--- src/sv/assert_macros.svh ---
// ---------------------------------------------------------------------------
// Assertion macros
// Shared concurrent assertion helpers; clocked on clk, disabled in rst.
// ---------------------------------------------------------------------------
`ifndef ASSERT_MACROS_SVH
`define ASSERT_MACROS_SVH
`ifndef SYNTHESIS
`define QAU_ASSERT(lbl, prop, msg) \
  lbl: assert property (@(posedge clk) disable iff (rst) prop) else $error(msg);
`define QAU_NEVER(lbl, cond, msg) \
  `QAU_ASSERT(lbl, !(cond), msg)
`else
`define QAU_ASSERT(lbl, prop, msg)
`define QAU_NEVER(lbl, cond, msg)
`endif
`endif

--- src/sv/qau_pkg.sv ---
// ---------------------------------------------------------------------------
// qau_pkg
// Types, codes and fixed-point helpers of the quaternion arithmetic unit.
// ---------------------------------------------------------------------------
`default_nettype none
package qau_pkg;

  localparam logic [2:0] ACT_ADD   = 3'd0;
  localparam logic [2:0] ACT_SUB   = 3'd1;
  localparam logic [2:0] ACT_HAM   = 3'd2;
  localparam logic [2:0] ACT_SCALE = 3'd3;
  localparam logic [2:0] ACT_MAG   = 3'd4;

  localparam int QUEUE_DEPTH = 2;
  localparam int RAD_W       = 62;          // radicand width, sums below 2^62
  localparam int ROOT_W      = RAD_W + 1;
  localparam int SQRT_STEPS  = RAD_W / 2;

  localparam logic [31:0] Q_MAX = 32'h7FFF_FFFF;
  localparam logic [31:0] Q_MIN = 32'h8000_0000;

  typedef logic signed [31:0] qau_word_t;

  typedef struct packed {
    logic [2:0] action;
    qau_word_t  a_w;
    qau_word_t  a_x;
    qau_word_t  a_y;
    qau_word_t  a_z;
    qau_word_t  b_w;
    qau_word_t  b_x;
    qau_word_t  b_y;
    qau_word_t  b_z;
    qau_word_t  scale_factor;
  } qau_req_t;

  typedef struct packed {
    qau_word_t r_w;
    qau_word_t r_x;
    qau_word_t r_y;
    qau_word_t r_z;
    logic      overflow;
  } qau_rsp_t;

  typedef enum logic [5:0] {
    K_ADD   = 6'b000001,
    K_SUB   = 6'b000010,
    K_HAM   = 6'b000100,
    K_SCALE = 6'b001000,
    K_MAG   = 6'b010000,
    K_NONE  = 6'b100000
  } qau_kind_t;

  // index 0 is w, then x, y, z
  typedef struct packed {
    qau_kind_t       kind;
    qau_word_t [3:0] a;
    qau_word_t [3:0] b;   // multiplier operands, already selected
  } qau_job_t;

  typedef struct packed {
    logic     valid;
    qau_job_t job;
  } qau_slot_t;

  typedef struct packed {
    logic            is_mag;
    logic            big;
    qau_word_t [3:0] r;
    logic            ov;
  } qau_side_t;

  // {overflow, value}
  function automatic logic [32:0] sat67(input logic signed [66:0] v);
    logic [32:0] res;
    if (v > 67'sd2147483647) begin
      res = {1'b1, Q_MAX};
    end else if (v < -67'sd2147483648) begin
      res = {1'b1, Q_MIN};
    end else begin
      res = {1'b0, v[31:0]};
    end
    return res;
  endfunction

  // Q32.32 sum to Q16.16, round half up, then saturate
  function automatic logic [32:0] round_sat(input logic signed [65:0] t);
    logic signed [66:0] sum;
    logic signed [66:0] q;
    sum = $signed({t[65], t}) + 67'sd32768;
    q   = sum >>> 16;
    return sat67(q);
  endfunction

  function automatic logic [32:0] sat33(input logic [32:0] v);
    return sat67($signed({{34{v[32]}}, v}));
  endfunction

endpackage
`default_nettype wire

--- src/sv/qau_front.sv ---
// ---------------------------------------------------------------------------
// qau_front
// Takes requests, decodes the action and selects the multiplier operands.
// ---------------------------------------------------------------------------
`default_nettype none
module qau_front (
  input  logic              clk,
  input  logic              rst,
  input  logic              start,
  output logic              busy,
  input  qau_pkg::qau_req_t request,
  input  logic              q_ready,
  output qau_pkg::qau_slot_t push
);

  logic              front_valid;
  qau_pkg::qau_job_t job;
  qau_pkg::qau_job_t job_next;
  logic              take;

  assign busy = front_valid && !q_ready;
  assign take = start && !busy;

  always_comb begin
    job_next.a = {request.a_z, request.a_y, request.a_x, request.a_w};
    job_next.b = {request.b_z, request.b_y, request.b_x, request.b_w};
    case (request.action)
      qau_pkg::ACT_ADD:   job_next.kind = qau_pkg::K_ADD;
      qau_pkg::ACT_SUB:   job_next.kind = qau_pkg::K_SUB;
      qau_pkg::ACT_HAM:   job_next.kind = qau_pkg::K_HAM;
      qau_pkg::ACT_SCALE: begin
        job_next.kind = qau_pkg::K_SCALE;
        job_next.b    = {4{request.scale_factor}};
      end
      qau_pkg::ACT_MAG: begin
        // squares come off the diagonal products
        job_next.kind = qau_pkg::K_MAG;
        job_next.b    = job_next.a;
      end
      default:            job_next.kind = qau_pkg::K_NONE;
    endcase
  end

  always_ff @(posedge clk) begin
    if (rst) begin
      front_valid <= 1'b0;
    end else if (take) begin
      front_valid <= 1'b1;
    end else if (q_ready) begin
      front_valid <= 1'b0;
    end
  end

  always_ff @(posedge clk) begin
    if (take) begin
      job <= job_next;
    end
  end

  assign push.valid = front_valid;
  assign push.job   = job;

endmodule
`default_nettype wire

--- config.mk ---
export PLATFORM = sky130hd
export DESIGN_NAME = qau_front
export DESIGN_NICKNAME = d
export VERILOG_FILES = /design/src/sv/assert_macros.svh /design/src/sv/qau_pkg.sv /design/src/sv/qau_front.sv
export SDC_FILE = /design/constraint.sdc
export NUM_CORES = 1
export LEC_CHECK = 0
export BUFFER_PORTS_ARGS = -buffer_cell sky130_fd_sc_hd__buf_2
export CAP_MARGIN = 20
export CORE_AREA = 2 2 215 217
export CTS_BUF_LIST = sky130_fd_sc_hd__clkbuf_16
export DETAILED_ROUTE_END_ITERATION = 8
export DIE_AREA = 0 0 217 219
export GPL_ROUTABILITY_DRIVEN = 0
export PLACE_DENSITY_LB_ADDON = 0.08
export SLEW_MARGIN = 10
export SYNTH_ARGS = -nofsm -noshare
export SYNTH_HDL_FRONTEND = slang
export SYNTH_SLANG_ARGS = --single-unit
--- constraint.sdc ---
create_clock -name clk -period 18.4 [get_ports clk]
set_input_delay 1.84 -clock clk [delete_from_list [all_inputs] [get_ports clk]]
set_output_delay 1.84 -clock clk [all_outputs]
set_load 0.02 [all_outputs]
=== Word level (Yosys, flattened, before mapping) ===
Cells that the tools add are included.

* Shifts and indexed selects: 0
* Multiplexer cells: 4
* Equal/unequal tests: 4
* Magnitude comparators: 0
* Reduce and logical (&&, ||, !) cells: 6
* $add $sub $neg: 0
* Bitwise gates (word level): 0
* Multipliers: 0
* Div/mod/pow operators: 0

{| class="wikitable"
|+ Operators with widths
! kind !! count
|-
| case mux 128 bit (2 select lines) || 1
|-
| case mux 6 bit (5 select lines) || 1
|-
| equality test 3 x 2 -> 1 bit (second input constant) || 2
|-
| equality test 3 x 1 -> 1 bit (second input constant) || 1
|-
| equality test 3 bit (second input constant) || 1
|-
| logical NOT 3 bit || 1
|-
| logical AND 1 bit || 2
|-
| logical NOT 1 bit || 2
|-
| 2-to-1 mux 1 bit || 2
|-
| nonzero test 2 bit || 1
|}

* Latch bits: 0
* Bits in writable memories: 0
* Logic and storage cells: 24
* Output and inout port bits: 264
* ROM bits: 0
* Flip-flop bits (word level): 263
* Memories kept: 0
* Bits of input ports: 295

=== Depth between registers and ports, before layout ===
* Depth in word-level cells: 5
* Depth in mapped cells: 6
* Depth with buffers taken out: 3

=== Worst setup path after synthesis ===
Ideal clock, no wire load.

* Path type: input-to-reg
* Start point: input q_ready
* End point: register job, in the netlist push[0] (enable)
* Library setup time: 0.915 ns
* Data arrival time: 13.396 ns
* Buffers on the path: 0
* Slack: 4.089 ns
* Required time: 17.485 ns
* Stages: 2
* Path through: nor2b_1 nor2b_1

* Cells in the longest elaborated chain, start to end: 4

{| class="wikitable"
|+ Ends and longest elaborated chain
! item !! RTL line !! text
|-
| start, declared || qau_front.sv:12 || <nowiki>input logic q_ready,</nowiki>
|-
| logical NOT 1 bit || qau_front.sv:21 || <nowiki>assign busy = front_valid && !q_ready;</nowiki>
|-
| logical AND 1 bit || qau_front.sv:21 ||
|-
| logical NOT 1 bit || qau_front.sv:22 || <nowiki>assign take = start && !busy;</nowiki>
|-
| logical AND 1 bit || qau_front.sv:22 ||
|-
| via take || qau_front.sv:19 || <nowiki>logic take;</nowiki>
|-
| end signal, assigned || qau_front.sv:56 || <nowiki>job <= job_next;</nowiki>
|-
| end, declared || qau_front.sv:17 || <nowiki>qau_pkg::qau_job_t job;</nowiki>
|}

The timed path passes the listed nets, and every way through them passes these cells.
A chain may end at the register's enable or synchronous reset.

==> metrics.md <==
| Metric | Value |
|---|---|
| CTS tree | done |
| Area share of the largest cell type after synthesis | 57.50% |
| Cell taking the most area after synthesis | edfxtp_1 |
| Crit-path cells | buf_8, buf_4, buf_4, nor2b_1, o21ai_0, o311a_1 |
| Hold Crit Endpoint | front_valid |
| Setup Viol. Count Final | 0 |
| Avg Cell Area, Syn | 11.42 um^2 |
| WL per Instance | 24.30 um |
| Adder-cell area share of the yosys netlist | 0% |
| Reg-to-reg slack, setup | 15.27 ns |
| Vias per cell | 5.117 |
| Largest family of logic cells by synthesized area | simple AND/OR/NAND/NOR gates |
| Initial antenna violation count | 21 |
| Startpoint Class | input pin |
| MaxCap Viol Count | 0 |
| Clock Sinks | 263 |
| Worst Hold Depth | 3 |
| Clk slew on worst S/H paths | 0.06 ns |
| Hold Crit Start | front_valid |
| Static Leakage | 0.006815 uW |
| Initial drt markers | 709 |
| Share of layout cells above drive strength 1 | 37.80% |
| Relative slew slack | 21.73% |
| Post-synth cell types | 17 |
| Yosys warning total | 0 |
| Critical path type | in2reg |
| Die width | 217 um |
| Port Buf Inserts | 558 |
| Worst Skew | 0.01504 ns |
| Core box area | 0.04509 mm^2 |
| H-tree Lvls | 2 |
| Cell Int Power | 1176 uW |
| Outcome | finished, final reports clean |
| Vias in the first global route | 11,330 |
| Sw Share | 28.18% |
| Power density cells | 91.46 mW/mm^2 |
| Dpl hpwl | 39,580 um |
| Die ar. | 0.04752 mm^2 |
| I/O Pins | 559 |
| Worst path top cell family by delay | buffers and inverters |
| Worst path required time | 18.69 ns |
| Fmax | 0.2267 GHz |
| Critical Path AT | 4.70 ns |
| Min Clock Period, post-route | 4.411 ns |
| Setup ws final | 13.99 ns |
| Post-synthesis mux area share | 0% |
| Final worst path period share | 23.97% |
| Syn nets | 1,493 |
| Final WL | 56,440 um |
| Peak VDD IR | 0.07471 mV |
| Sequential-to-total area share from yosys stat | 57.65% |
| Worst setup EP type | register |
| Synth Instances | 1,198 |
| Setup tns final | 0 ns |
| Drt drc | 0 |
| Clock share of power | 38.1% |
| Simple-gate share of the synthesized area | 19.40% |
| Synth Register Bits | 263 |
| Cell area after synthesis | 0.01368 mm^2 |
| First-pass iteration count of the detailed router | 5 |
| Hold Path Class | reg2reg |
| CP max-delay cell | buf_4 |
| Xor/xnor share of the synthesized area | 0% |
| Setup WS pre-CTS | 13.50 ns |
| First-pass GRT wire length | 78,420 um |
| CTS resizes | 0 |
| Share of power burned in registers | 44.2% |
| Final Hold Vio Count | 0 |
| Largest cells by area after synthesis | edfxtp_1, nor2b_1, o311a_1 |
| Comb power frac | 17.7% |
| Layout Utilization | 39.69% |
| P_sw | 461.2 uW |
| Clk Latency, worst-skew pair | 0.54 ns |
| Post-CTS setup buffer count | 0 |
| Area growth syn-to-layout | 30.81% |
| GR Util All Layers | 22.78% |
| Hold Slack | 0.6385 ns |
| RSZ-0062 raised after global routing | false |
| CP Max Fanout | 117 |
| Worst Path Buf+Inv | 3 |
| Register-to-Register Path Depth | 4 |
| Gr ovfl total | 0 |
| Slew Viols, Final | 0 |
| R2r endpoint | push[191] |
| TritonCTS Buffers | 34 |
| Worst-margin pin slew | 1.172 ns |
| Vias | 11,880 |
| Initial Util | 30.34% |
| Largest net degree at the start of global routing | 121 |
| Nets@finish | 1,980 |
| Final ANT Viol Nets | 0 |
| Clk buf depth | 3 |
| Root Buffer | clkbuf_16 |
| Critical Path Most Common Cell | buf_4 |
| Hold-fix buffers, CTS | 0 |
| Die height | 219 um |
| Critical path's largest stage delay | 0.91 ns |
| Complex-gate fraction of the synthesized area | 18.73% |
| FF-to-FF Start | front_valid |
| Site Rows | 78 |
-- area by class of cell --
cell class / count / area [um^2]
well taps: 600 / 750.7
repair buffers: 574 / 2944
flip-flops and latches: 263 / 7888
multi-input cells: 812 / 5256
clock inverters: 23 / 100.1
fillers: 4529 / 27190
diodes: 13 / 32.53
clock buffers: 37 / 925.9
-- logic make-up after synthesis --
| family | Yosys count |
|---|---|
| compound gates | 384 |
| buf+inv | 123 |
| flops | 263 |
| simple gates | 428 |
-- registers in the layout, summed over array words and instances, names as in the netlist --
signal,count
push,262
front_valid,1
-- synth_stat cells --
| cell type | n |
|---|---|
| edfxtp_1 | 262 |
| nor2b_1 | 259 |
| o21ai_0 | 210 |
| nor3_1 | 129 |
| o311a_1 | 128 |
| clkbuf_1 | 58 |
| buf_2 | 51 |
| o21ai_1 | 46 |
| nor3b_2 | 20 |
| nor3b_1 | 14 |
| buf_4 | 8 |
| buf_1 | 3 |
| buf_6 | 3 |
| nor2_1 | 3 |
| and2_1 | 2 |
| and3b_1 | 1 |
| dfxtp_1 | 1 |
-- cell usage in the layout (no fill, tap or decap), drive strengths merged --
cell type,instances
and2,2
nor3b,34
o311a,128
inv,8
edfxtp,262
dfxtp,1
nor3,129
o21ai,256
clkbuf,39
and3b,1
clkinvlp,2
clkinv,13
diode,13
nor2b,259
buf,572
nor2,3
-- per-stage QoR --
stage                     instances  power [uW]  instance area [um^2]
after global placement         2248        1025                 16830
after global routing           2313        1705                 17870
after floorplan                1198       914.3                 13680
final                          2322        1637                 17900
after CTS                      2309        1662                 17860
after detailed placement       2249        1029                 16840
-- worst register-to-register path, delay by kind of cell, from the launching register on --
family	cells	cell delay (ns)
flip-flops	1	0.30
AND/OR/NAND/NOR	2	0.87
buffers and inverters	2	1.51
-- power groups by stage --
stage	registers (uW)	clock network [uW]	logic (uW)
6_report	723	624	289
5_1_grt	727	665	312
4_1_cts	724	644	293
3_5_place_dp	736	0	293
3_3_place_gp	736	0	289
2_1_floorplan	804	0	110
-- worst max path at each step --
stage	slack, ns	cells after the start	start	to
final	13.99	6	request[290]	push[54]
after global routing	13.74	6	request[290]	push[54]
after global placement	13.56	6	request[290]	push[41]
after floorplan	4.09	2	q_ready	push[0]
after detailed placement	13.50	6	request[290]	push[49]
after CTS	14.06	6	request[290]	push[54]
-- routing by layer --
layer | track usage [%] | vias to the layer above | part of all wire [%] | routed length [um]
li1 | - | 5601 | - | -
met5 | 0 | - | 0.18 | 102
met3 | 7.304 | 71 | 8.4 | 4763
met4 | 6.164 | 16 | 1.8 | 1030
met2 | 38.83 | 424 | 49 | 27890
met1 | 27.68 | 5769 | 40 | 22640
Note: power is estimated with default switching activity, not from simulation.
