[src/sv/assert_macros.svh]
// ---------------------------------------------------------------------------
// Assertion macros
// Shared concurrent assertion helpers; clocked on clk, disabled in rst.
// ---------------------------------------------------------------------------
`ifndef ASSERT_MACROS_SVH
`define ASSERT_MACROS_SVH
`ifndef SYNTHESIS
`define QAU_ASSERT(lbl, prop, msg) \
  lbl: assert property (@(posedge clk) disable iff (rst) prop) else $error(msg);
`define QAU_NEVER(lbl, cond, msg) \
  `QAU_ASSERT(lbl, !(cond), msg)
`else
`define QAU_ASSERT(lbl, prop, msg)
`define QAU_NEVER(lbl, cond, msg)
`endif
`endif

[src/sv/qau_pkg.sv]
// ---------------------------------------------------------------------------
// qau_pkg
// Types, codes and fixed-point helpers of the quaternion arithmetic unit.
// ---------------------------------------------------------------------------
`default_nettype none
package qau_pkg;

  localparam logic [2:0] ACT_ADD   = 3'd0;
  localparam logic [2:0] ACT_SUB   = 3'd1;
  localparam logic [2:0] ACT_HAM   = 3'd2;
  localparam logic [2:0] ACT_SCALE = 3'd3;
  localparam logic [2:0] ACT_MAG   = 3'd4;

  localparam int QUEUE_DEPTH = 2;
  localparam int RAD_W       = 62;          // radicand width, sums below 2^62
  localparam int ROOT_W      = RAD_W + 1;
  localparam int SQRT_STEPS  = RAD_W / 2;

  localparam logic [31:0] Q_MAX = 32'h7FFF_FFFF;
  localparam logic [31:0] Q_MIN = 32'h8000_0000;

  typedef logic signed [31:0] qau_word_t;

  typedef struct packed {
    logic [2:0] action;
    qau_word_t  a_w;
    qau_word_t  a_x;
    qau_word_t  a_y;
    qau_word_t  a_z;
    qau_word_t  b_w;
    qau_word_t  b_x;
    qau_word_t  b_y;
    qau_word_t  b_z;
    qau_word_t  scale_factor;
  } qau_req_t;

  typedef struct packed {
    qau_word_t r_w;
    qau_word_t r_x;
    qau_word_t r_y;
    qau_word_t r_z;
    logic      overflow;
  } qau_rsp_t;

  typedef enum logic [5:0] {
    K_ADD   = 6'b000001,
    K_SUB   = 6'b000010,
    K_HAM   = 6'b000100,
    K_SCALE = 6'b001000,
    K_MAG   = 6'b010000,
    K_NONE  = 6'b100000
  } qau_kind_t;

  // index 0 is w, then x, y, z
  typedef struct packed {
    qau_kind_t       kind;
    qau_word_t [3:0] a;
    qau_word_t [3:0] b;   // multiplier operands, already selected
  } qau_job_t;

  typedef struct packed {
    logic     valid;
    qau_job_t job;
  } qau_slot_t;

  typedef struct packed {
    logic            is_mag;
    logic            big;
    qau_word_t [3:0] r;
    logic            ov;
  } qau_side_t;

  // {overflow, value}
  function automatic logic [32:0] sat67(input logic signed [66:0] v);
    logic [32:0] res;
    if (v > 67'sd2147483647) begin
      res = {1'b1, Q_MAX};
    end else if (v < -67'sd2147483648) begin
      res = {1'b1, Q_MIN};
    end else begin
      res = {1'b0, v[31:0]};
    end
    return res;
  endfunction

  // Q32.32 sum to Q16.16, round half up, then saturate
  function automatic logic [32:0] round_sat(input logic signed [65:0] t);
    logic signed [66:0] sum;
    logic signed [66:0] q;
    sum = $signed({t[65], t}) + 67'sd32768;
    q   = sum >>> 16;
    return sat67(q);
  endfunction

  function automatic logic [32:0] sat33(input logic [32:0] v);
    return sat67($signed({{34{v[32]}}, v}));
  endfunction

endpackage
`default_nettype wire

[src/sv/qau_queue.sv]
// ---------------------------------------------------------------------------
// qau_queue
// Short queue between decode and execute; execute drains it every cycle.
// ---------------------------------------------------------------------------
`default_nettype none
`include "assert_macros.svh"
module qau_queue #(
  parameter int DEPTH = qau_pkg::QUEUE_DEPTH
) (
  input  logic               clk,
  input  logic               rst,
  input  qau_pkg::qau_slot_t push,
  output logic               ready,
  output qau_pkg::qau_slot_t head
);

  localparam int PW = $clog2(DEPTH);

  qau_pkg::qau_job_t store [DEPTH];
  logic [PW-1:0]     wr_ptr;
  logic [PW-1:0]     rd_ptr;
  logic [PW:0]       count;
  logic              do_push;
  logic              do_pop;

  assign ready   = count != (PW+1)'(DEPTH);
  assign do_push = push.valid && ready;
  assign do_pop  = count != '0;

  always_ff @(posedge clk) begin
    if (do_push) begin
      store[wr_ptr] <= push.job;
    end
  end

  always_ff @(posedge clk) begin
    if (rst) begin
      wr_ptr <= '0;
      rd_ptr <= '0;
      count  <= '0;
    end else begin
      if (do_push) wr_ptr <= wr_ptr + 1'b1;
      if (do_pop)  rd_ptr <= rd_ptr + 1'b1;
      if (do_push && !do_pop) begin
        count <= count + 1'b1;
      end else if (!do_push && do_pop) begin
        count <= count - 1'b1;
      end
    end
  end

  assign head.valid = do_pop;
  assign head.job   = store[rd_ptr];

  `QAU_NEVER(q_no_overrun, push.valid && ready && count == (PW+1)'(DEPTH), "queue overrun")
  `QAU_ASSERT(q_count_bound, count <= (PW+1)'(DEPTH), "queue count out of range")
  `QAU_ASSERT(q_fill, do_push && !do_pop |=> count == $past(count) + 1'b1, "queue fill lost")

endmodule
`default_nettype wire

[config.mk]
export PLATFORM = sky130hd
export DESIGN_NAME = qau_queue
export DESIGN_NICKNAME = d
export VERILOG_FILES = /design/src/sv/qau_pkg.sv /design/src/sv/qau_queue.sv
export VERILOG_INCLUDE_DIRS = /design/src /design/src/sv
export SDC_FILE = /design/constraint.sdc
export NUM_CORES = 1
export LEC_CHECK = 0
export ABC_AREA = 0
export BUFFER_PORTS_ARGS = -buffer_cell sky130_fd_sc_hd__buf_2
export CAP_MARGIN = 10
export CELL_PAD_IN_SITES_DETAIL_PLACEMENT = 2
export CELL_PAD_IN_SITES_GLOBAL_PLACEMENT = 2
export CORE_MARGIN = 1.5
export CORE_UTILIZATION = 43
export CTS_BUF_LIST = sky130_fd_sc_hd__clkbuf_8
export DETAILED_ROUTE_END_ITERATION = 8
export PLACE_DENSITY = 0.87
export SYNTH_ARGS = -nofsm -noshare
export SYNTH_HDL_FRONTEND = slang
export SYNTH_SLANG_ARGS = --single-unit
export TNS_END_PERCENT = 20
[constraint.sdc]
create_clock -name clk -period 26 [get_ports clk]
set_input_delay 6.5 -clock clk [delete_from_list [all_inputs] [get_ports clk]]
set_output_delay 6.5 -clock clk [all_outputs]
set_load 0.03 [all_outputs]
==> Yosys cells after proc, flatten, opt, wreduce, memory -nomap -nowiden <==
Memories as Yosys holds them, arrays and structs flattened. A register that Yosys moved wholly into a read port is not among the register bits.
Cells that the tools add are included.
{ "word_totals": {"out_inout_bits": 264, "mem_bits_rw": 524, "romBits": 0, "reg_bits": 4, "inputBits": 265, "n_memories": 1, "latch_bits": 0} }
{ "mem_list": {"columns": ["name", "depth", "word_bits", "rd", "rd_clocked_by_memory_dff", "wr", "line", "source"], "rows": [
  ["store", 2, 262, 1, 1, 1, "qau_queue.sv:19", "qau_pkg::qau_job_t store [DEPTH];"]
]} }
{ "op_classes": {"reduce_logical": 7, "addsub": 4, "muxes": 6, "n_bitwise": 0, "eq_ne": 1, "n_div": 0, "n_lt_le_gt_ge": 0, "shift": 0, "multipliers": 0} }
{ "ops": {"columns": ["op", "n"], "rows": [
  ["2-to-1 mux 1 bit", 4],
  ["2-to-1 mux 2 bit", 2],
  ["nonzero test 2 bit", 2],
  ["logical AND 1 bit", 3],
  ["adder 1 bit (second input constant)", 2],
  ["adder 2 x 1 -> 2 bit (second input constant)", 1],
  ["logical NOT 1 bit", 2],
  ["inequality test 2 bit (second input constant)", 1],
  ["subtractor 2 x 1 -> 2 bit (second input constant)", 1]
]} }

==> Depth between registers and ports, before layout <==
Gate-level depths: netlist of run 1.
{ "depth": {"ltp_word": 6, "depth_mapped": 6, "ltp_nobuf": 6} }

==> Worst setup path before layout of run 1 <==
OpenSTA, ideal clock, no wires.
{ "synth_timing": {"kind": "input to register", "startpoint": "input push[262] in the netlist's numbering", "endpoint": "memory store[1][0] in the netlist's numbering, enable pin", "setup_slack_ns": 12.825, "setup_ns": 0.658, "arrival_time_ns": 12.516, "cell_stages": 1, "path_cell_list": "and3_1"} }
{ "synth_between": {"elab_chain_len": 3} }
{ "synth_rtl": {"columns": ["element", "line", "source"], "rows": [
  ["start: declaration", "qau_queue.sv:12", "input qau_pkg::qau_slot_t push,"],
  ["logical AND 1 bit", "qau_queue.sv:27", "assign do_push = push.valid && ready;"],
  ["2-to-1 mux 1 bit", "qau_queue.sv:31", "if (do_push) begin"],
  ["2-to-1 mux 1 bit (not written as such)", "qau_queue.sv:32", "store[wr_ptr] <= push.job;"],
  ["end: declaration", "qau_queue.sv:19", null]
]} }
No other way between the ends.

==> impl_results.md, run 1 <==
- Most frequent cells in the layout: buf_2, edfxtp_1, mux2_4
- Total global routing overflow: 0
- Setup tns final: 0 ns
- Layout cells sized above 1: around 60%
- Crit-path max cell delay: ~0.96 ns
- Worst Skew: 0.0237 ns
- IO Port Bufs: between 500 and 600
- Highest Clock Rate: 0.0951 GHz
- Rel. slew slack: about a fifth
- Setup Viol. Count Final: 0
- Final period util: 40.5%
- First-pass GRT wire length: 83,700 um
- Status: completed
- Synth unique cells: 19
- Synth Instances: 840
- Nets: 1,702
- Detail Placement HPWL: 41,900 um
- Worst path required time: about 20 ns
- Critical Path Sink Type: primary output
- Commonest non-fill, non-tap cell in the layout: buf_2
- Routed WL per cell: between 20 and 30 um
- Antenna viol nets, final: 0
- CTS Buf Count: 88
- I/O pins: around 530
- CTS tree: done
- RSZ-0062 raised after global routing: false
- CP bufs+invs: 3
- Power per cell area: around 110 nW/um2
- Slew at the pin closest to its max-slew limit: around 1.2 ns
- Max cap viols: 0
- DRC viols: 0
- Die W: between 200 and 250 um
- H-tree depth: 3
- Worst-skew pair later-pin latency: roughly 0.66 ns
- RD Place Congestion: 0.791
- Worst path most repeated cell: buf_4
- Slowest CP cell: buf_4
- Post-Syn Nets: about 1,100
- Core box area: between 40,000 and 50,000 um2
- # hold bufs at CTS: 0
- Number of global-route vias before repair: about 12,000
- Lkg Pwr: 9.64 nW
- Die height: around 220 um
- Routed vias: 10,500
- Router iterations before antenna repair: 5
- CTS Sinks: between 500 and 600
- CP top delay family: buffers and inverters
- Yosys warning count: 0
- Initial antenna violation count: 16
- 1st-iter DRT viols: ~540
- Max Transition Viols Final: 0
- Share of total power in the clock network: 25.0%
- P_sw: 0.927 mW
- Largest net degree at the start of global routing: about 140
- Logic gate share of total power: between 30% and 40%
- Initial core utilization: a little over two fifths
- Min-Delay Path Class: reg -> reg
- Layer with the highest usage: met2
- Routing usage on met3: 7.27%
- Total Routed Length: between 60,000 and 70,000 um
- Root buffer cell: clkbuf_8
- Flop pwr share: between 40% and 50%
- Syn Area/Cell: approximately 24 um2
- Worst vdd ir: roughly 0.000067 V
- Clock Path Buffers: 3
- Finished Core Util: a little over half
- Die area: 47,500 um2
- Critical path class: reg -> out
- GRT Resource Usage Total: about 25%
- Worst setup margin: ~15 ns
- CP cell instances: buf_4 > buf_4 > mux2_2 > buf_2
- Critical Path Fanout Max: 72
- Vias per cell: roughly 5
- GR Util met2: between 40% and 50%
- Synth Cell Area: ~20,000 um2
- Synth-to-layout area growth: 23.9%
- #FFs+latches synth: ~530
- Net Sw Frac: between 30 and 40%
- Final instance area: 24,600 um2
- R2R setup slack: ~22 ns
- Internal cell power: between 1.5 and 2 mW
- Dpl ws: 16.15 ns
- Final hold vios: 0
- Critical Path AT: 4.02 ns
- Post-CTS Resized: 0
- Met1 Usage GRT: around a quarter
- Setup bufs post-CTS: 0
- CP startpoint kind: register
- Register area share after synthesis: between 70% and 80%
- Num rows: 78
- Placement Cell Area: roughly 23,000 um2
- Worst-path clk slew: 0.06 ns
- Fin crit period: between 10 and 15 ns
==> metal layers <==
layer | share of wire [%] | wire (um)
met5 | 0.076 | 46
met2 | 56 | 34100
met3 | 6.4 | 3880
met4 | 2.3 | 1410
met1 | 35 | 20900
==> final cells by class <==
type	count	area (um2)
diodes	12	30.0
clock buffers	89	1220
clock inverters	68	287
fillers	3992	20900
inverters	2	15.0
multi-input cells	279	3740
flip-flops and latches	529	15800
well taps	600	751
repair buffers	536	2720
==> kinds of logic after synthesis <==
family                   Yosys count  share of synthesized area, %
flip-flops                       529                          79.7
AND/OR/NAND/NOR                    9                         0.239
adder cells (fa/ha/maj)            1                        0.0630
multiplexers                     262                          18.3
AO/OA/AOI/OAI                      4                         0.126
buffers and inverters             32                          1.47
XOR/XNOR                           3                         0.132
==> worst reg2reg max path, cell delays in order (launching register included) <==
cell      delay (ns)
dfxtp_1         0.39
nand2b_1        0.24
and3_4          0.94
buf_4           0.95
buf_4           0.86
==> stage by stage <==
step / hold WS, ns / instances / total power, mW
2_1_floorplan: 0.466 / 840 / 1.76
3_3_place_gp: 0.482 / 1946 / 1.94
3_5_place_dp: 0.505 / 1946 / 1.99
4_1_cts: 0.516 / 2103 / 2.66
5_1_grt: 0.546 / 2110 / 2.72
6_report: 0.509 / 2115 / 2.62
==> worst paths after layout <==
| check | start | to | cells past startpoint |
|---|---|---|---|
| worst max-delay path | register | head[256] | 4 |
| worst min register to register | count[1]$_SDFFE_PP0P_ | count[1]$_SDFFE_PP0P_ | 2 |
| worst min-delay path | count[1]$_SDFFE_PP0P_ | count[1]$_SDFFE_PP0P_ | 2 |
| worst max register to register | count[0]$_SDFFE_PP0P_ | store[1][132]$_DFFE_PP_ | 4 |
==> registers in the layout (all words and copies together) (netlist names), named ones only <==
| register | cells |
|---|---|
| rd_ptr | 1 |
| wr_ptr | 1 |
| count | 2 |
| store | 524 |
==> synthesized netlist by cell type (all sizes together) <==
cell / instances / area [um2]
nand2b: 1 / 6.26
or3: 1 / 6.26
and3: 1 / 6.26
inv: 2 / 7.51
nor2: 4 / 15.0
o21ai: 1 / 5.00
mux2: 262 / 3630
xor2: 3 / 26.3
a21oi: 2 / 10.0
nand3b: 1 / 7.51
a21bo: 1 / 10.0
buf: 30 / 284
edfxtp: 524 / 15700
dfxtp: 5 / 100
ha: 1 / 12.5
and2: 1 / 6.26
==> power by group through the flow <==
| stage | clock (mW) | sequential (mW) | combinational, mW |
|---|---|---|---|
| detailed placement | 0 | 1.14 | 0.845 |
| floorplan | 0 | 1.14 | 0.626 |
| global route | 0.708 | 1.14 | 0.876 |
| CTS | 0.676 | 1.13 | 0.853 |
| global placement | 0 | 1.12 | 0.814 |
| finish | 0.656 | 1.13 | 0.842 |
No activity file was read; power rests on OpenSTA's default activity.
==> run 2: changes to the inputs <==
--- a/config.mk
+++ b/config.mk
@@ -12,10 +12,10 @@
 export CELL_PAD_IN_SITES_DETAIL_PLACEMENT = 2
 export CELL_PAD_IN_SITES_GLOBAL_PLACEMENT = 2
 export CORE_MARGIN = 1.5
-export CORE_UTILIZATION = 43
+export CORE_UTILIZATION = 40
 export CTS_BUF_LIST = sky130_fd_sc_hd__clkbuf_8
 export DETAILED_ROUTE_END_ITERATION = 8
-export PLACE_DENSITY = 0.87
+export PLACE_DENSITY = 0.81
 export SYNTH_ARGS = -nofsm -noshare
 export SYNTH_HDL_FRONTEND = slang
 export SYNTH_SLANG_ARGS = --single-unit
==> constraint.sdc (replaced) <==
create_clock -name clk -period 10.5 [get_ports clk]
set_input_delay 2.625 -clock clk [delete_from_list [all_inputs] [get_ports clk]]
set_output_delay 2.625 -clock clk [all_outputs]
set_load 0.03 [all_outputs]
==> run 2 against run 1 <==
Clock power rose to 2.5 times the previous value. Flip-flop and latch count did not move. Non-clock buffer count is 2 lower. Die area grew 7.4%. Global-route usage is 3.1 points lower. Largest cell class unchanged.
==> impl_results.md, run 2 (same netlist as run 1, synthesis figures left out) <==
- Flop pwr share: 43.1% (+0.2 points)
- Num rows: 81 (+3.8%)
- Largest net degree at the start of global routing: 145 (+4.3%)
- P_sw: 2.23 mW (+140%)
- Die area: 51,000 um2 (+7.4%)
- Post-CTS Resized: 0 (unchanged)
- Initial antenna violation count: 21 (+5)
- Internal cell power: 4.24 mW (+150%)
- Register Area: 15,800 um2 (unchanged)
- First-pass GRT wire length: 78,600 um (-6.1%)
- Final hold vios: 0 (unchanged)
- Max Transition Viols Final: 0 (unchanged)
- Antenna viol nets, final: 0 (unchanged)
- Setup tns final: 0 ns (unchanged)
- Die W: 226 um (+3.6%)
- Core box area: 49,000 um2 (+7.6%)
- CP startpoint kind: register
- Total global routing overflow: 0 (unchanged)
- FF-to-FF Start: count[0]$_SDFFE_PP0P_
- Worst-path clk slew: 0.05 ns (about the same)
- CTS Buf Count: 91 (+3.4%)
- # hold bufs at CTS: 0 (unchanged)
- Setup bufs post-CTS: 0 (unchanged)
- Nets: 1,703 (+0.059%)
- GRT Resource Usage Total: 21.8% (-3.1 points)
- Most frequent cells in the layout: buf_2, edfxtp_1, mux2_4
- Number of global-route vias before repair: 11,700 (-2.2%)
- 1st-iter DRT viols: 422 (-22%)
- Critical path class: reg -> out
- Worst vdd ir: 0.000186 V (+180%)
- Clock Path Buffers: 3 (unchanged)
- Share of total power in the clock network: 25.3% (+0.3 points)
- H-tree depth: 3 (unchanged)
- Fillers: 4,468 (+12%)
- Routed WL per cell: 26.0 um (-8.6%)
- Max cap viols: 0 (unchanged)
- Critical Path Sink Type: primary output
- DRC viols: 0 (unchanged)
- Placed cell count: 2,008 (+3.2%)
- Total Routed Length: 56,700 um (-6.0%)
- IO Port Bufs: 528 (unchanged)
- CTS tree: done
- Multi-input gate area: 3740 um2 (unchanged)
- Worst-skew pair later-pin latency: 0.67 ns (about the same)
- Largest Register: store
- RD Place Congestion: 0.788 (-0.40%)
- Root buffer cell: clkbuf_8
- Highest Clock Rate: 0.162 GHz
- Crit-path max cell delay: 0.85 ns (-0.11 ns)
- I/O pins: 529 (unchanged)
- Setup Viol. Count Final: 0 (unchanged)
- Fin crit period: 6.17 ns
- Vias per cell: 4.72 (-4.7%)
- Router iterations before antenna repair: 4 (-1)
- Slowest CP cell: dfxtp_4
- RSZ-0062 raised after global routing: false
- Power per cell area: 262 nW/um2 (+150%)
- Die height: 226 um (+3.6%)
- Critical Path Fanout Max: 52 (-28%)
- CP cell instances: buf_4 > buf_4 > mux2_4 > buf_2
- Min-Delay Path Class: reg -> reg
- Synth-to-layout area growth: 24.5%
- Overall Power: 6.48 mW (+150%)
- Initial core utilization: 40.6% (-3.1 points)
- Worst path most repeated cell: buf_4
- CTS Sinks: 529 (unchanged)
- Worst hold start: count[1]$_SDFFE_PP0P_
- Finished Core Util: 50.5% (-3.6 points)
- Final period util: ~60%
- Post-route insts no fill: 2,176 (+2.9%)
- Slew at the pin closest to its max-slew limit: 1.16 ns (-0.0414 ns)
- Critical Path AT: 3.54 ns (-0.48 ns)
- Net Sw Frac: 34.5% (-0.87 points)
- Layout cells sized above 1: 60.3% (+0.39 points)
- Logic gate share of total power: 31.6% (-0.5 points)
- Detail Placement HPWL: 40,100 um (-4.2%)
- Worst path required time: 7.88 ns (-11.62 ns)
- Lkg Pwr: 9.66 nW (+0.27%)
- Commonest non-fill, non-tap cell in the layout: buf_2
- Max reg flops: 524 (unchanged)
- Status: completed
- Worst Skew: 0.0221 ns (-0.00165 ns)
- Routed vias: 10,300 (-2.0%)
- Biggest regs: store (524), count (2)
- Rel. slew slack: 22.9% (+2.8 points)
==> run 2: power groups by stage <==
stage                     Clock [mW]  Combinational [mW]  Sequential [mW]
after CTS                       1.70                2.08             2.80
after global placement             0                2.01             2.79
after global routing            1.78                2.14             2.81
final                           1.64                2.05             2.79
after detailed placement           0                2.06             2.84
after floorplan                    0                1.55             2.82
==> run 2: worst paths after layout <==
kind	end	slack, ns	cells after the start
worst max-delay path	head[199]	4.33	4
worst min-delay path	count[1]$_SDFFE_PP0P_	0.54	2
worst max register to register	store[0][180]$_DFFE_PP_	7.67	4
worst min register to register	count[1]$_SDFFE_PP0P_	0.54	2
==> run 2: final cells by class <==
type,instances,share of cell area (%)
Clock buffer,95,5.29
Clock inverter,61,0.981
Sequential cell,529,64.0
Multi-Input combinational cell,279,15.1
Timing Repair Buffer,534,11.0
Tap cell,664,3.36
Inverter,2,0.0607
Antenna cell,12,0.121
==> run 2: through the flow <==
step           instance area, um2  setup slack [ns]  hold slack [ns]
3_5_place_dp                23200              4.98            0.527
5_1_grt                     24700              4.14            0.577
3_3_place_gp                23200              5.06            0.485
4_1_cts                     24700              4.23            0.539
6_report                    24700              4.33            0.538
2_1_floorplan               19900              1.20            0.466
==> run 2: critical path: cells and delay by family (launching register included) <==
family   cells  cell delay (ns)
mux          1             0.36
flops        1             0.85
buf+inv      3             1.56
==> run 2: layer usage <==
metal  vias to the layer above  global-route usage [%]  share of wire (%)
met5                         -                       0               0.18
met4                        16                    8.72                3.0
met3                       119                    7.39                7.1
met2                       378                    41.5                 56
met1                      5183                    21.4                 34
li1                       4569                       -                  -
==> run 3: changes to the inputs <==
==> constraint.sdc (replaced) <==
create_clock -name clk -period 5.7 [get_ports clk]
set_input_delay 1.425 -clock clk [delete_from_list [all_inputs] [get_ports clk]]
set_output_delay 1.425 -clock clk [all_outputs]
set_load 0.03 [all_outputs]
==> run 3 against run 2 <==
Critical path depth decreased by 1. Combinational power rose by 85%. First-iteration DRC count shrank 1.4%. Critical endpoint is now head[17].
==> impl_results.md, run 3 (same netlist as run 1, synthesis figures left out) <==
- Status: completed
- CTS Buf Count: 90 (-1.1%)
- Total Routed Length: 55,900 um (-1.4%)
- Die height: 226 um (unchanged)
- Critical Path Fanout Max: 57 (+9.6%)
- Setup Viol. Count Final: 0 (unchanged)
- Setup bufs post-CTS: 0 (unchanged)
- # hold bufs at CTS: 0 (unchanged)
- Layout cells sized above 1: 60.7% (+0.41 points)
- Worst Skew: 0.0272 ns (+0.00517 ns)
- Lkg Pwr: 9.69 nW (+0.29%)
- Final hold vios: 0 (unchanged)
- Die W: 226 um (unchanged)
- Initial core utilization: 40.6% (unchanged)
- Largest Register: store
- Max reg flops: 524 (unchanged)
- Critical Path Sink Type: primary output
- Die area: 51,000 um2 (unchanged)
- CTS Sinks: 529 (unchanged)
- Vias per cell: 4.73 (+0.18%)
- RSZ-0062 raised after global routing: false
- Setup tns final: 0 ns (unchanged)
- Power per cell area: 480 nW/um2 (+84%)
- Max Transition Viols Final: 0 (unchanged)
- Post-route insts no fill: 2,180 (+0.18%)
- Most frequent cells in the layout: buf_2, edfxtp_1, mux2_4
- Worst-skew pair later-pin latency: 0.67 ns (about the same)
- Largest net degree at the start of global routing: 116 (-20%)
- DRC viols: 0 (unchanged)
- Critical Path AT: 2.75 ns (-0.79 ns)
- 1st-iter DRT viols: 416 (-1.4%)
- Fin crit period: about 4.2 ns
- Nets: 1,711 (+0.47%)
- Final period util: between 70% and 80%
- Worst vdd ir: 0.000247 V (+32%)
- Number of global-route vias before repair: 11,800 (+1.4%)
- Core box area: 49,000 um2 (unchanged)
- IO Port Bufs: 528 (unchanged)
- Clock Path Buffers: 3 (unchanged)
- CP startpoint kind: register
- Routed WL per cell: 25.6 um (-1.6%)
- Synth-to-layout area growth: 24.9%
- Worst-path clk slew: 0.05 ns (about the same)
- Detail Placement HPWL: 39,600 um (-1.3%)
- H-tree depth: 3 (unchanged)
- Routed vias: 10,300 (+0.36%)
- Max cap viols: 0 (unchanged)
- Highest Clock Rate: 0.240 GHz
- RD Place Congestion: 0.783 (-0.60%)
- CTS tree: done
- Critical path class: reg -> out
- Post-CTS Resized: 0 (unchanged)
- Router iterations before antenna repair: 5 (+1)
- Initial antenna violation count: 14 (-33%)
- First-pass GRT wire length: 78,500 um (-0.11%)
- I/O pins: 529 (unchanged)
- Antenna viol nets, final: 0 (unchanged)
- Dpl ws: 2.14 ns (-2.84 ns)
- Hold_ws: 0.519 ns (-0.0191 ns)
- Commonest non-fill, non-tap cell in the layout: buf_2
- Placed cell count: 2,017 (+0.45%)
- Biggest regs: store (524), count (2)
- Slew at the pin closest to its max-slew limit: 0.989 ns (-0.169 ns)
- Rel. slew slack: 34.1% (+11 points)
- Worst setup margin: 1.53 ns (-2.81 ns)
- Min-Delay Path Class: reg -> reg
- GRT Resource Usage Total: 21.6% (-0.21 points)
- Worst path required time: 4.28 ns (-3.60 ns)
- Root buffer cell: clkbuf_8
- Total global routing overflow: 0 (unchanged)
- Num rows: 81 (unchanged)
==> run 3: cell types whose count changed in the layout (fill, tap and decap cells not counted), moves of 3 or more <==
| cell | before | now |
|---|---|---|
| buf_4 | 3 | 9 |
| clkbuf_8 | 95 | 92 |
| diode_2 | 12 | 8 |
| inv_1 | 33 | 29 |
| buf_12 | 3 | 6 |
==> run 3: layer usage <==
| metal | wire length (um) | global-route usage [%] | vias up | part of all wire, % |
|---|---|---|---|---|
| met3 | 4120 | 7.53 | 99 | 7.4 |
| met2 | 32500 | 42.9 | 356 | 58 |
| li1 | - | - | 4592 | - |
| met1 | 18000 | 20.2 | 5241 | 32 |
| met4 | 1220 | 6.86 | 14 | 2.2 |
| met5 | 86 | 0 | - | 0.15 |
==> run 3: final timing paths <==
path | from | endpoint | slack [ns] | cells past startpoint
setup / recovery | register | head[17] | 1.53 | 3
hold / removal | count[1]$_SDFFE_PP0P_ | count[1]$_SDFFE_PP0P_ | 0.52 | 2
setup reg to reg | count[0]$_SDFFE_PP0P_ | store[0][39]$_DFFE_PP_ | 3.14 | 4
hold reg to reg | count[1]$_SDFFE_PP0P_ | count[1]$_SDFFE_PP0P_ | 0.52 | 2
==> run 3: cell type report <==
cell class	instances	area, um2
clock inverters	63	265
repair buffers	543	2830
diodes	8	20.0
clock buffers	92	1270
well taps	664	831
flip-flops and latches	529	15800
inverters	2	15.0
fillers	4429	24100
multi-input cells	279	3740
==> run 3: metrics by stage <==
stage	utilization [%]	cell area, um2	total power [mW]
2_1_floorplan	-	19900	8.01
3_3_place_gp	47.5	23300	8.86
3_5_place_dp	47.5	23300	9.05
4_1_cts	50.6	24800	12.1
5_1_grt	50.7	24800	12.4
6_report	50.7	24800	11.9
==> run 3: report_power, final <==
part	internal, mW	total (mW)	switching (mW)
logic	1.40	3.80	2.40
registers	4.90	5.13	0.231
clock network	1.49	2.99	1.50
total	7.79	11.9	4.13
==> run 3: critical path, stage by stage (launching register included) <==
cell	delay (ns)
dfxtp_4	0.99
buf_4	0.50
mux2_2	0.39
buf_2	0.18
